==> src/hdl/ipe_pkg.sv <==
// ----------------------------------------------------------------------------
// ipe_pkg
// Types and command codes shared by the infix precedence evaluator.
// ----------------------------------------------------------------------------
package ipe_pkg;

  localparam int unsigned DataW = 32;
  localparam int unsigned CmdW  = 3;

  localparam logic [CmdW-1:0] CMD_ADD = 3'd0;
  localparam logic [CmdW-1:0] CMD_SUB = 3'd1;
  localparam logic [CmdW-1:0] CMD_MUL = 3'd2;
  localparam logic [CmdW-1:0] CMD_DIV = 3'd3;
  localparam logic [CmdW-1:0] CMD_POW = 3'd4;
  localparam logic [CmdW-1:0] CMD_EQU = 3'd5;

  typedef struct packed {
    logic signed [DataW-1:0] operand_value;
    logic [CmdW-1:0]         command;
  } token_t;

  typedef struct packed {
    logic signed [DataW-1:0] result_value;
    logic                    error_flag;
  } result_t;

  // divider status back to the sequencer
  typedef struct packed {
    logic done;
    logic div_by_zero;
  } div_stat_t;

endpackage

==> src/hdl/ipe_mul.sv <==
// ----------------------------------------------------------------------------
// ipe_mul
// Shared 32x32 multiplier, low word of the product, registered output.
// ----------------------------------------------------------------------------
module ipe_mul (
  input  logic                       clk,
  input  logic [ipe_pkg::DataW-1:0]  a,
  input  logic [ipe_pkg::DataW-1:0]  b,
  output logic [ipe_pkg::DataW-1:0]  p_r
);
  import ipe_pkg::*;

  logic [DataW-1:0] p_nxt;

  // low word is the same for signed and unsigned operands
  assign p_nxt = a * b;

  always_ff @(posedge clk) begin
    p_r <= p_nxt;
  end

endmodule

==> src/hdl/ipe_div.sv <==
// ----------------------------------------------------------------------------
// ipe_div
// Iterative signed divider, one quotient bit per cycle, truncates toward
// zero. Divide by zero gives 0 and raises div_by_zero with done.
// ----------------------------------------------------------------------------
module ipe_div (
  input  logic                       clk,
  input  logic                       rst_n,
  input  logic                       start,
  input  logic [ipe_pkg::DataW-1:0]  dividend,
  input  logic [ipe_pkg::DataW-1:0]  divisor,
  output ipe_pkg::div_stat_t         stat,
  output logic [ipe_pkg::DataW-1:0]  quotient
);
  import ipe_pkg::*;

  localparam int unsigned CntW = $clog2(DataW + 1);

  logic             active_r, active_nxt;
  logic [CntW-1:0]  cnt_r, cnt_nxt;
  logic [DataW-1:0] rem_r, rem_nxt;
  logic [DataW-1:0] quo_r, quo_nxt;
  logic [DataW-1:0] dvs_r, dvs_nxt;
  logic             neg_r, neg_nxt;
  logic             zero_r, zero_nxt;
  logic [DataW:0]   rem_sh;
  logic [DataW:0]   diff;
  logic             finish;

  assign rem_sh = {rem_r, quo_r[DataW-1]};
  assign diff   = rem_sh - {1'b0, dvs_r};
  assign finish = active_r && (cnt_r == '0);

  always_comb begin
    active_nxt = active_r;
    cnt_nxt    = cnt_r;
    rem_nxt    = rem_r;
    quo_nxt    = quo_r;
    dvs_nxt    = dvs_r;
    neg_nxt    = neg_r;
    zero_nxt   = zero_r;
    if (start) begin
      active_nxt = 1'b1;
      cnt_nxt    = CntW'(DataW);
      rem_nxt    = '0;
      quo_nxt    = dividend[DataW-1] ? (~dividend + 1'b1) : dividend;
      dvs_nxt    = divisor[DataW-1] ? (~divisor + 1'b1) : divisor;
      neg_nxt    = dividend[DataW-1] ^ divisor[DataW-1];
      zero_nxt   = (divisor == '0);
    end else if (finish) begin
      active_nxt = 1'b0;
    end else if (active_r) begin
      cnt_nxt = cnt_r - 1'b1;
      if (!diff[DataW]) begin
        rem_nxt = diff[DataW-1:0];
        quo_nxt = {quo_r[DataW-2:0], 1'b1};
      end else begin
        rem_nxt = rem_sh[DataW-1:0];
        quo_nxt = {quo_r[DataW-2:0], 1'b0};
      end
    end
  end

  always_ff @(posedge clk) begin
    if (!rst_n) begin
      active_r <= 1'b0;
      cnt_r    <= '0;
    end else begin
      active_r <= active_nxt;
      cnt_r    <= cnt_nxt;
    end
    rem_r  <= rem_nxt;
    quo_r  <= quo_nxt;
    dvs_r  <= dvs_nxt;
    neg_r  <= neg_nxt;
    zero_r <= zero_nxt;
  end

  assign stat.done        = finish;
  assign stat.div_by_zero = zero_r;
  assign quotient = zero_r ? '0 : (neg_r ? (~quo_r + 1'b1) : quo_r);

endmodule

==> src/hdl/infix_precedence_evaluator.sv <==
// ----------------------------------------------------------------------------
// infix_precedence_evaluator
// Token-stream calculator with three precedence levels and iterative units.
// ----------------------------------------------------------------------------
// Each input word is an operand and the operator that follows it. Power binds
// tightest, then multiply/divide, then add/subtract; every level runs left to
// right and all arithmetic wraps to 32 bits. Equals emits the value with a
// sticky error flag (divide by zero, zero to a negative power) and clears the
// expression. The block takes one word at a time. Closing a pending multiply
// goes through the shared multiplier, and closing a pending divide waits for
// the bit-serial divider, which gives one quotient bit per cycle. A word that
// follows a power with a non-negative exponent first runs square-and-multiply
// through the one shared multiplier, over the exponent bits up to the highest
// set one. A finished result sits in an output register, and the next word is
// taken while it waits; output back-pressure stalls the input only when a new
// result is ready before the previous one has left.
module infix_precedence_evaluator (
  input  logic             clk,
  input  logic             rst_n,
  input  logic             in_valid,
  output logic             in_stall,
  input  ipe_pkg::token_t  in_data,
  output logic             out_valid,
  input  logic             out_stall,
  output ipe_pkg::result_t out_data
);
  import ipe_pkg::*;

  localparam logic [2:0] ST_IDLE = 3'd0;
  localparam logic [2:0] ST_POW  = 3'd1;
  localparam logic [2:0] ST_PROD = 3'd2;
  localparam logic [2:0] ST_MULW = 3'd3;
  localparam logic [2:0] ST_DIVW = 3'd4;
  localparam logic [2:0] ST_SUM  = 3'd5;
  localparam logic [2:0] ST_EMIT = 3'd6;

  localparam logic [1:0] PH_ACC  = 2'd0;
  localparam logic [1:0] PH_TAKE = 2'd1;
  localparam logic [1:0] PH_SQ   = 2'd2;

  localparam int unsigned IdxW = $clog2(DataW);

  logic [2:0]       state_r, state_nxt;
  logic [1:0]       ph_r, ph_nxt;
  logic [IdxW-1:0]  idx_r, idx_nxt;
  logic [DataW-1:0] acc_r, acc_nxt;
  logic [DataW-1:0] sq_r, sq_nxt;
  logic [DataW-1:0] expo_r, expo_nxt;
  logic [CmdW-1:0]  cmd_r, cmd_nxt;
  logic [DataW-1:0] factor_r, factor_nxt;
  logic [DataW-1:0] term_r, term_nxt;

  logic [DataW-1:0] run_val_r, run_val_nxt;
  logic [CmdW-1:0]  run_op_r, run_op_nxt;
  logic             started_r, started_nxt;
  logic [DataW-1:0] sum_val_r, sum_val_nxt;
  logic             sum_minus_r, sum_minus_nxt;
  logic             sum_vld_r, sum_vld_nxt;
  logic [DataW-1:0] prod_val_r, prod_val_nxt;
  logic             prod_div_r, prod_div_nxt;
  logic             prod_vld_r, prod_vld_nxt;
  logic             err_r, err_nxt;

  logic             out_valid_r, out_valid_nxt;
  result_t          out_data_r, out_data_nxt;

  logic [DataW-1:0] mul_a, mul_b, mul_p;
  logic             div_start;
  div_stat_t        div_stat;
  logic [DataW-1:0] div_q;
  logic [DataW-1:0] sum;
  logic             accept;
  logic             out_free;

  ipe_mul u_mul (
    .clk (clk),
    .a   (mul_a),
    .b   (mul_b),
    .p_r (mul_p)
  );

  ipe_div u_div (
    .clk      (clk),
    .rst_n    (rst_n),
    .start    (div_start),
    .dividend (prod_val_r),
    .divisor  (factor_r),
    .stat     (div_stat),
    .quotient (div_q)
  );

  assign in_stall  = (state_r != ST_IDLE);
  assign accept    = in_valid && !in_stall;
  assign out_free  = !out_valid_r || !out_stall;
  assign out_valid = out_valid_r;
  assign out_data  = out_data_r;

  assign sum = !sum_vld_r ? term_r :
               (sum_minus_r ? (sum_val_r - term_r) : (sum_val_r + term_r));

  always_comb begin
    state_nxt     = state_r;
    ph_nxt        = ph_r;
    idx_nxt       = idx_r;
    acc_nxt       = acc_r;
    sq_nxt        = sq_r;
    expo_nxt      = expo_r;
    cmd_nxt       = cmd_r;
    factor_nxt    = factor_r;
    term_nxt      = term_r;
    run_val_nxt   = run_val_r;
    run_op_nxt    = run_op_r;
    started_nxt   = started_r;
    sum_val_nxt   = sum_val_r;
    sum_minus_nxt = sum_minus_r;
    sum_vld_nxt   = sum_vld_r;
    prod_val_nxt  = prod_val_r;
    prod_div_nxt  = prod_div_r;
    prod_vld_nxt  = prod_vld_r;
    err_nxt       = err_r;
    out_valid_nxt = out_valid_r && out_stall;
    out_data_nxt  = out_data_r;
    mul_a         = acc_r;
    mul_b         = sq_r;
    div_start     = 1'b0;

    unique case (state_r)
      ST_IDLE: begin
        // codes above equals are dropped without touching state
        if (accept && (in_data.command <= CMD_EQU)) begin
          cmd_nxt     = in_data.command;
          expo_nxt    = in_data.operand_value;
          factor_nxt  = in_data.operand_value;
          started_nxt = 1'b1;
          run_op_nxt  = in_data.command;
          state_nxt   = ST_PROD;
          if (started_r && (run_op_r == CMD_POW)) begin
            if (in_data.operand_value[DataW-1]) begin
              // negative exponent: integer part only
              if (run_val_r == '0) begin
                factor_nxt = '0;
                err_nxt    = 1'b1;
              end else if (run_val_r == DataW'(1)) begin
                factor_nxt = DataW'(1);
              end else if (run_val_r == '1) begin
                factor_nxt = in_data.operand_value[0] ? '1 : DataW'(1);
              end else begin
                factor_nxt = '0;
              end
            end else begin
              acc_nxt   = DataW'(1);
              sq_nxt    = run_val_r;
              idx_nxt   = '0;
              ph_nxt    = PH_ACC;
              state_nxt = ST_POW;
            end
          end
        end
      end

      ST_POW: begin
        unique case (ph_r)
          PH_ACC: begin
            // stop once no exponent bits remain
            if ((expo_r >> idx_r) == '0) begin
              factor_nxt = acc_r;
              state_nxt  = ST_PROD;
            end else if (expo_r[idx_r]) begin
              ph_nxt = PH_TAKE;
            end else begin
              mul_a  = sq_r;
              ph_nxt = PH_SQ;
            end
          end
          PH_TAKE: begin
            acc_nxt = mul_p;
            mul_a   = sq_r;
            ph_nxt  = PH_SQ;
          end
          PH_SQ: begin
            sq_nxt = mul_p;
            if (idx_r == IdxW'(DataW - 2)) begin
              factor_nxt = acc_r;
              state_nxt  = ST_PROD;
            end else begin
              idx_nxt = idx_r + 1'b1;
              ph_nxt  = PH_ACC;
            end
          end
          default: begin
            ph_nxt = PH_ACC;
          end
        endcase
      end

      ST_PROD: begin
        if (cmd_r == CMD_POW) begin
          run_val_nxt = factor_r;
          state_nxt   = ST_IDLE;
        end else begin
          run_val_nxt = '0;
          if (!prod_vld_r) begin
            term_nxt  = factor_r;
            state_nxt = ST_SUM;
          end else if (prod_div_r) begin
            div_start = 1'b1;
            state_nxt = ST_DIVW;
          end else begin
            mul_a     = prod_val_r;
            mul_b     = factor_r;
            state_nxt = ST_MULW;
          end
        end
      end

      ST_MULW: begin
        term_nxt  = mul_p;
        state_nxt = ST_SUM;
      end

      ST_DIVW: begin
        if (div_stat.done) begin
          term_nxt  = div_q;
          err_nxt   = err_r | div_stat.div_by_zero;
          state_nxt = ST_SUM;
        end
      end

      ST_SUM: begin
        state_nxt = ST_IDLE;
        if ((cmd_r == CMD_MUL) || (cmd_r == CMD_DIV)) begin
          prod_val_nxt = term_r;
          prod_div_nxt = (cmd_r == CMD_DIV);
          prod_vld_nxt = 1'b1;
        end else begin
          prod_val_nxt = '0;
          prod_div_nxt = 1'b0;
          prod_vld_nxt = 1'b0;
          if ((cmd_r == CMD_ADD) || (cmd_r == CMD_SUB)) begin
            sum_val_nxt   = sum;
            sum_minus_nxt = (cmd_r == CMD_SUB);
            sum_vld_nxt   = 1'b1;
          end else begin
            term_nxt  = sum;
            state_nxt = ST_EMIT;
          end
        end
      end

      ST_EMIT: begin
        if (out_free) begin
          out_valid_nxt             = 1'b1;
          out_data_nxt.result_value = term_r;
          out_data_nxt.error_flag   = err_r;
          run_val_nxt   = '0;
          run_op_nxt    = CMD_ADD;
          started_nxt   = 1'b0;
          sum_val_nxt   = '0;
          sum_minus_nxt = 1'b0;
          sum_vld_nxt   = 1'b0;
          prod_val_nxt  = '0;
          prod_div_nxt  = 1'b0;
          prod_vld_nxt  = 1'b0;
          err_nxt       = 1'b0;
          state_nxt     = ST_IDLE;
        end
      end

      default: begin
        state_nxt = ST_IDLE;
      end
    endcase
  end

  always_ff @(posedge clk) begin
    if (!rst_n) begin
      state_r     <= ST_IDLE;
      ph_r        <= PH_ACC;
      run_val_r   <= '0;
      run_op_r    <= CMD_ADD;
      started_r   <= 1'b0;
      sum_val_r   <= '0;
      sum_minus_r <= 1'b0;
      sum_vld_r   <= 1'b0;
      prod_val_r  <= '0;
      prod_div_r  <= 1'b0;
      prod_vld_r  <= 1'b0;
      err_r       <= 1'b0;
      out_valid_r <= 1'b0;
    end else begin
      state_r     <= state_nxt;
      ph_r        <= ph_nxt;
      run_val_r   <= run_val_nxt;
      run_op_r    <= run_op_nxt;
      started_r   <= started_nxt;
      sum_val_r   <= sum_val_nxt;
      sum_minus_r <= sum_minus_nxt;
      sum_vld_r   <= sum_vld_nxt;
      prod_val_r  <= prod_val_nxt;
      prod_div_r  <= prod_div_nxt;
      prod_vld_r  <= prod_vld_nxt;
      err_r       <= err_nxt;
      out_valid_r <= out_valid_nxt;
    end
    idx_r      <= idx_nxt;
    acc_r      <= acc_nxt;
    sq_r       <= sq_nxt;
    expo_r     <= expo_nxt;
    cmd_r      <= cmd_nxt;
    factor_r   <= factor_nxt;
    term_r     <= term_nxt;
    out_data_r <= out_data_nxt;
  end

endmodule

==> config.mk <==
export PLATFORM = sky130hd
export DESIGN_NAME = infix_precedence_evaluator
export DESIGN_NICKNAME = d
export VERILOG_FILES = /design/src/hdl/ipe_pkg.sv /design/src/hdl/ipe_mul.sv /design/src/hdl/ipe_div.sv /design/src/hdl/infix_precedence_evaluator.sv
export SDC_FILE = /design/constraint.sdc
export NUM_CORES = 2
export LEC_CHECK = 0
export ABC_CLOCK_PERIOD_IN_PS = 23300
export BUFFER_PORTS_ARGS = -buffer_cell sky130_fd_sc_hd__clkbuf_2
export CAP_MARGIN = 20
export CORE_ASPECT_RATIO = 1.2
export CORE_MARGIN = 4
export CORE_UTILIZATION = 50
export CTS_CLUSTER_DIAMETER = 120
export DETAILED_ROUTE_END_ITERATION = 8
export HOLD_SLACK_MARGIN = 0.02
export PLACE_DENSITY_LB_ADDON = 0.1
export SLEW_MARGIN = 20
export SYNTH_ARGS = -nofsm -noshare
export SYNTH_HDL_FRONTEND = slang
export SYNTH_HIERARCHICAL = 1
export SYNTH_SLANG_ARGS = --single-unit
export TNS_END_PERCENT = 50
==> constraint.sdc <==
create_clock -name clk -period 23.3 [get_ports clk]
set_clock_uncertainty 0.05 [all_clocks]
set_input_delay 3.495 -clock clk [delete_from_list [all_inputs] [get_ports clk]]
set_output_delay 3.495 -clock clk [all_outputs]
set_load 0.01 [all_outputs]
==> results by group <==
Worst setup path
  • Critical Path End Type: flip-flop
  • Worst Path Required: 23790 ps
  • Slowest CP cell: a21o_1
  • Worst Path Arrival: 10850 ps
  • CP Class: reg2reg
  • Worst path max stage delay: 630 ps
  • Most used cell, CP: fa_1
  • Critical Path Fanout Max: 54
  • Worst setup SP type: flip-flop

Layout
  • Layout cell share with drive strength beyond 1: 7.55%
  • Largest register FFs: 33
  • NumNets Final: 5082
  • Layout area overhead: 7.34%
  • Most frequent cells in the layout: 462 x inv_1, 436 x nand2_1, 410 x fa_1, 308 x and2_1, 267 x edfxtp_1
  • Diode count: 0
  • Most common cell after layout, fill and taps aside: inv_1

Floorplan
  • Die ar.: 88800 µm²
  • Die Wd: 273 µm
  • Core area: 83500 µm²
  • Die height: 326 µm
  • IO Pins: 74
  • Num rows: 116
  • Starting Density: 50.4%

Placed design
  • Buffers added on ports: 73
  • Post-DP HPWL: 101000 µm
  • Routability cong.: 0.934

Clock network
  • Worst-Skew Late Latency: 620 ps
  • CTS clock-pin slew for the worst setup and hold paths: 70 ps
  • Postcts setup bufs: 0
  • Root buffer cell: clkbuf_16
  • Cts hold-fix bufs: 0
  • PostCTS Resize Cnt: 0
  • TritonCTS clock tree: yes
  • Clk sinks: 449
  • Num CTS Buffers: 48
  • # H-tree levels: 2
  • Clk buf depth: 3

Synth
  • Cells after synthesis: 4504
  • Syn avg cell area: 9.34 µm²
  • Post-synth EDFFs: 267
  • Yosys warns: 6
  • Top_reg_cell synth: edfxtp_1
  • Distinct cells, synth: 94
  • Synthesized net count: 5147
  • Post-synthesis sequential area ratio: 27.7%
  • FF+latch count, synth: 449
  • Ys async rst share: 0%
  • Post-Syn Area: 42000 µm²

STA
  • TNS Setup: 0 ps
  • Unrepaired setup endpoints after global routing: false
  • Worst-Margin Slew: 1110 ps
  • Final Slew Violations: 0
  • Final period util: 44.4%
  • Slew HR: 26.2%
  • Fin crit period: 10360 ps
  • Final Hold Violating Endpoints: 0
  • F_max: 96.6 MHz
  • Final setup vio count: 0

Flow run
  • Maxcap violations: 0

Detailed routing
  • Routed via count: 33500
  • Drt total wl: 137000 µm
  • # DRC: 0
  • Antenna viol nets, final: 0
  • Initial drt markers: 3336
  • Wire length per cell: 24.5 µm
  • Drt via density: 5.99
  • Drt pass-1 iters: 6

GRT
  • GRT Total Usage: 30.4%
  • Vias in the first global route: 33400
  • Largest net degree at the start of global routing: 82
  • Remaining Overflow, GRT: 0
  • Initial antenna violation count: 6
  • First-pass GRT wire length: 206000 µm

Hold path
  • Hold Path Class: reg2reg

Run status
  • Outcome: finished, final reports clean
-- per-layer routing --
metal | up-vias | track usage, % | share of wire [%]
met2 | 1309 | 51.3 | 48
li1 | 15200 | - | -
met5 | - | 0 | 0
met3 | 372 | 3.48 | 6.2
met1 | 16700 | 38.4 | 39
met4 | 0 | 15.9 | 6.3
-- cells in the mapped netlist, types with 61 or more instances --
library cell | number | area share [%]
inv_1 | 463 | 4.1
nand2_1 | 436 | 3.9
fa_1 | 410 | 20
and2_1 | 308 | 4.6
edfxtp_1 | 267 | 19
clkbuf_1 | 229 | 2.0
nor2_1 | 228 | 2.0
a21oi_1 | 221 | 2.6
ha_1 | 194 | 5.8
dfxtp_1 | 182 | 8.7
o21ai_0 | 175 | 2.1
xnor2_1 | 164 | 3.4
a21o_1 | 106 | 1.9
nor2b_1 | 92 | 1.4
xor2_1 | 85 | 1.8
a22oi_1 | 79 | 1.4
nor3_1 | 77 | 0.92
mux2i_1 | 73 | 1.7
nand3_1 | 61 | 0.73
-- kinds of logic after synthesis --
kind of cell               synth area share [%]
buffers and inverters                      6.78
DFF                                        27.7
xor gates and xnor gates                   5.23
muxes                                      3.13
AOI/OAI and AO/OA                          14.2
adders and majority gates                  25.3
and+or+nand+nor                            17.7
-- final timing paths --
kind | startpoint | endpoint | slack (ps) | cells past startpoint
setup / recovery | idx_r[1]$_SDFFCE_PN0P_ | u_mul/p_r[31]$_DFF_P_ | 12940 | 32
setup reg to reg | idx_r[1]$_SDFFCE_PN0P_ | u_mul/p_r[31]$_DFF_P_ | 12940 | 32
hold / removal | sum_val_r[24]$_SDFFE_PN0P_ | sum_val_r[24]$_SDFFE_PN0P_ | 420 | 2
hold reg to reg | sum_val_r[24]$_SDFFE_PN0P_ | sum_val_r[24]$_SDFFE_PN0P_ | 420 | 2
-- cell type report --
cell class                 instances  area, µm²
fill                            7726      38300
tap                             1121       1400
clock buffer                      61       1310
timing repair buffer             152        975
multi-input combinational       3323      27600
sequential                       449      11700
clock inverter                    29        403
inverter                         465       1750
-- metrics by stage --
step	hold WS, ps	instances	util [%]	area, µm²	setup WS [ps]
3_5_place_dp	403	5509	52.0	43400	12660
5_1_grt	449	5600	54.1	45100	12430
4_1_cts	418	5599	54.1	45100	12630
6_report	417	5600	54.1	45100	12940
3_3_place_gp	393	5508	52.0	43400	12870
2_1_floorplan	371	4504	-	42000	13820
-- critical path: cells and delay by family, from the launching register on --
kind                     cells  cell delay [ps]
AO/OA/AOI/OAI               11             2850
XOR/XNOR                     1              130
adder cells (fa/ha/maj)      9             4120
buffers and inverters        5             1200
flip-flops                   1              320
AND/OR/NAND/NOR              6             1560
Power is left out: the tool's default activity adds up to more than one toggle a clock period on the data nets, which glitch-free logic cannot reach.
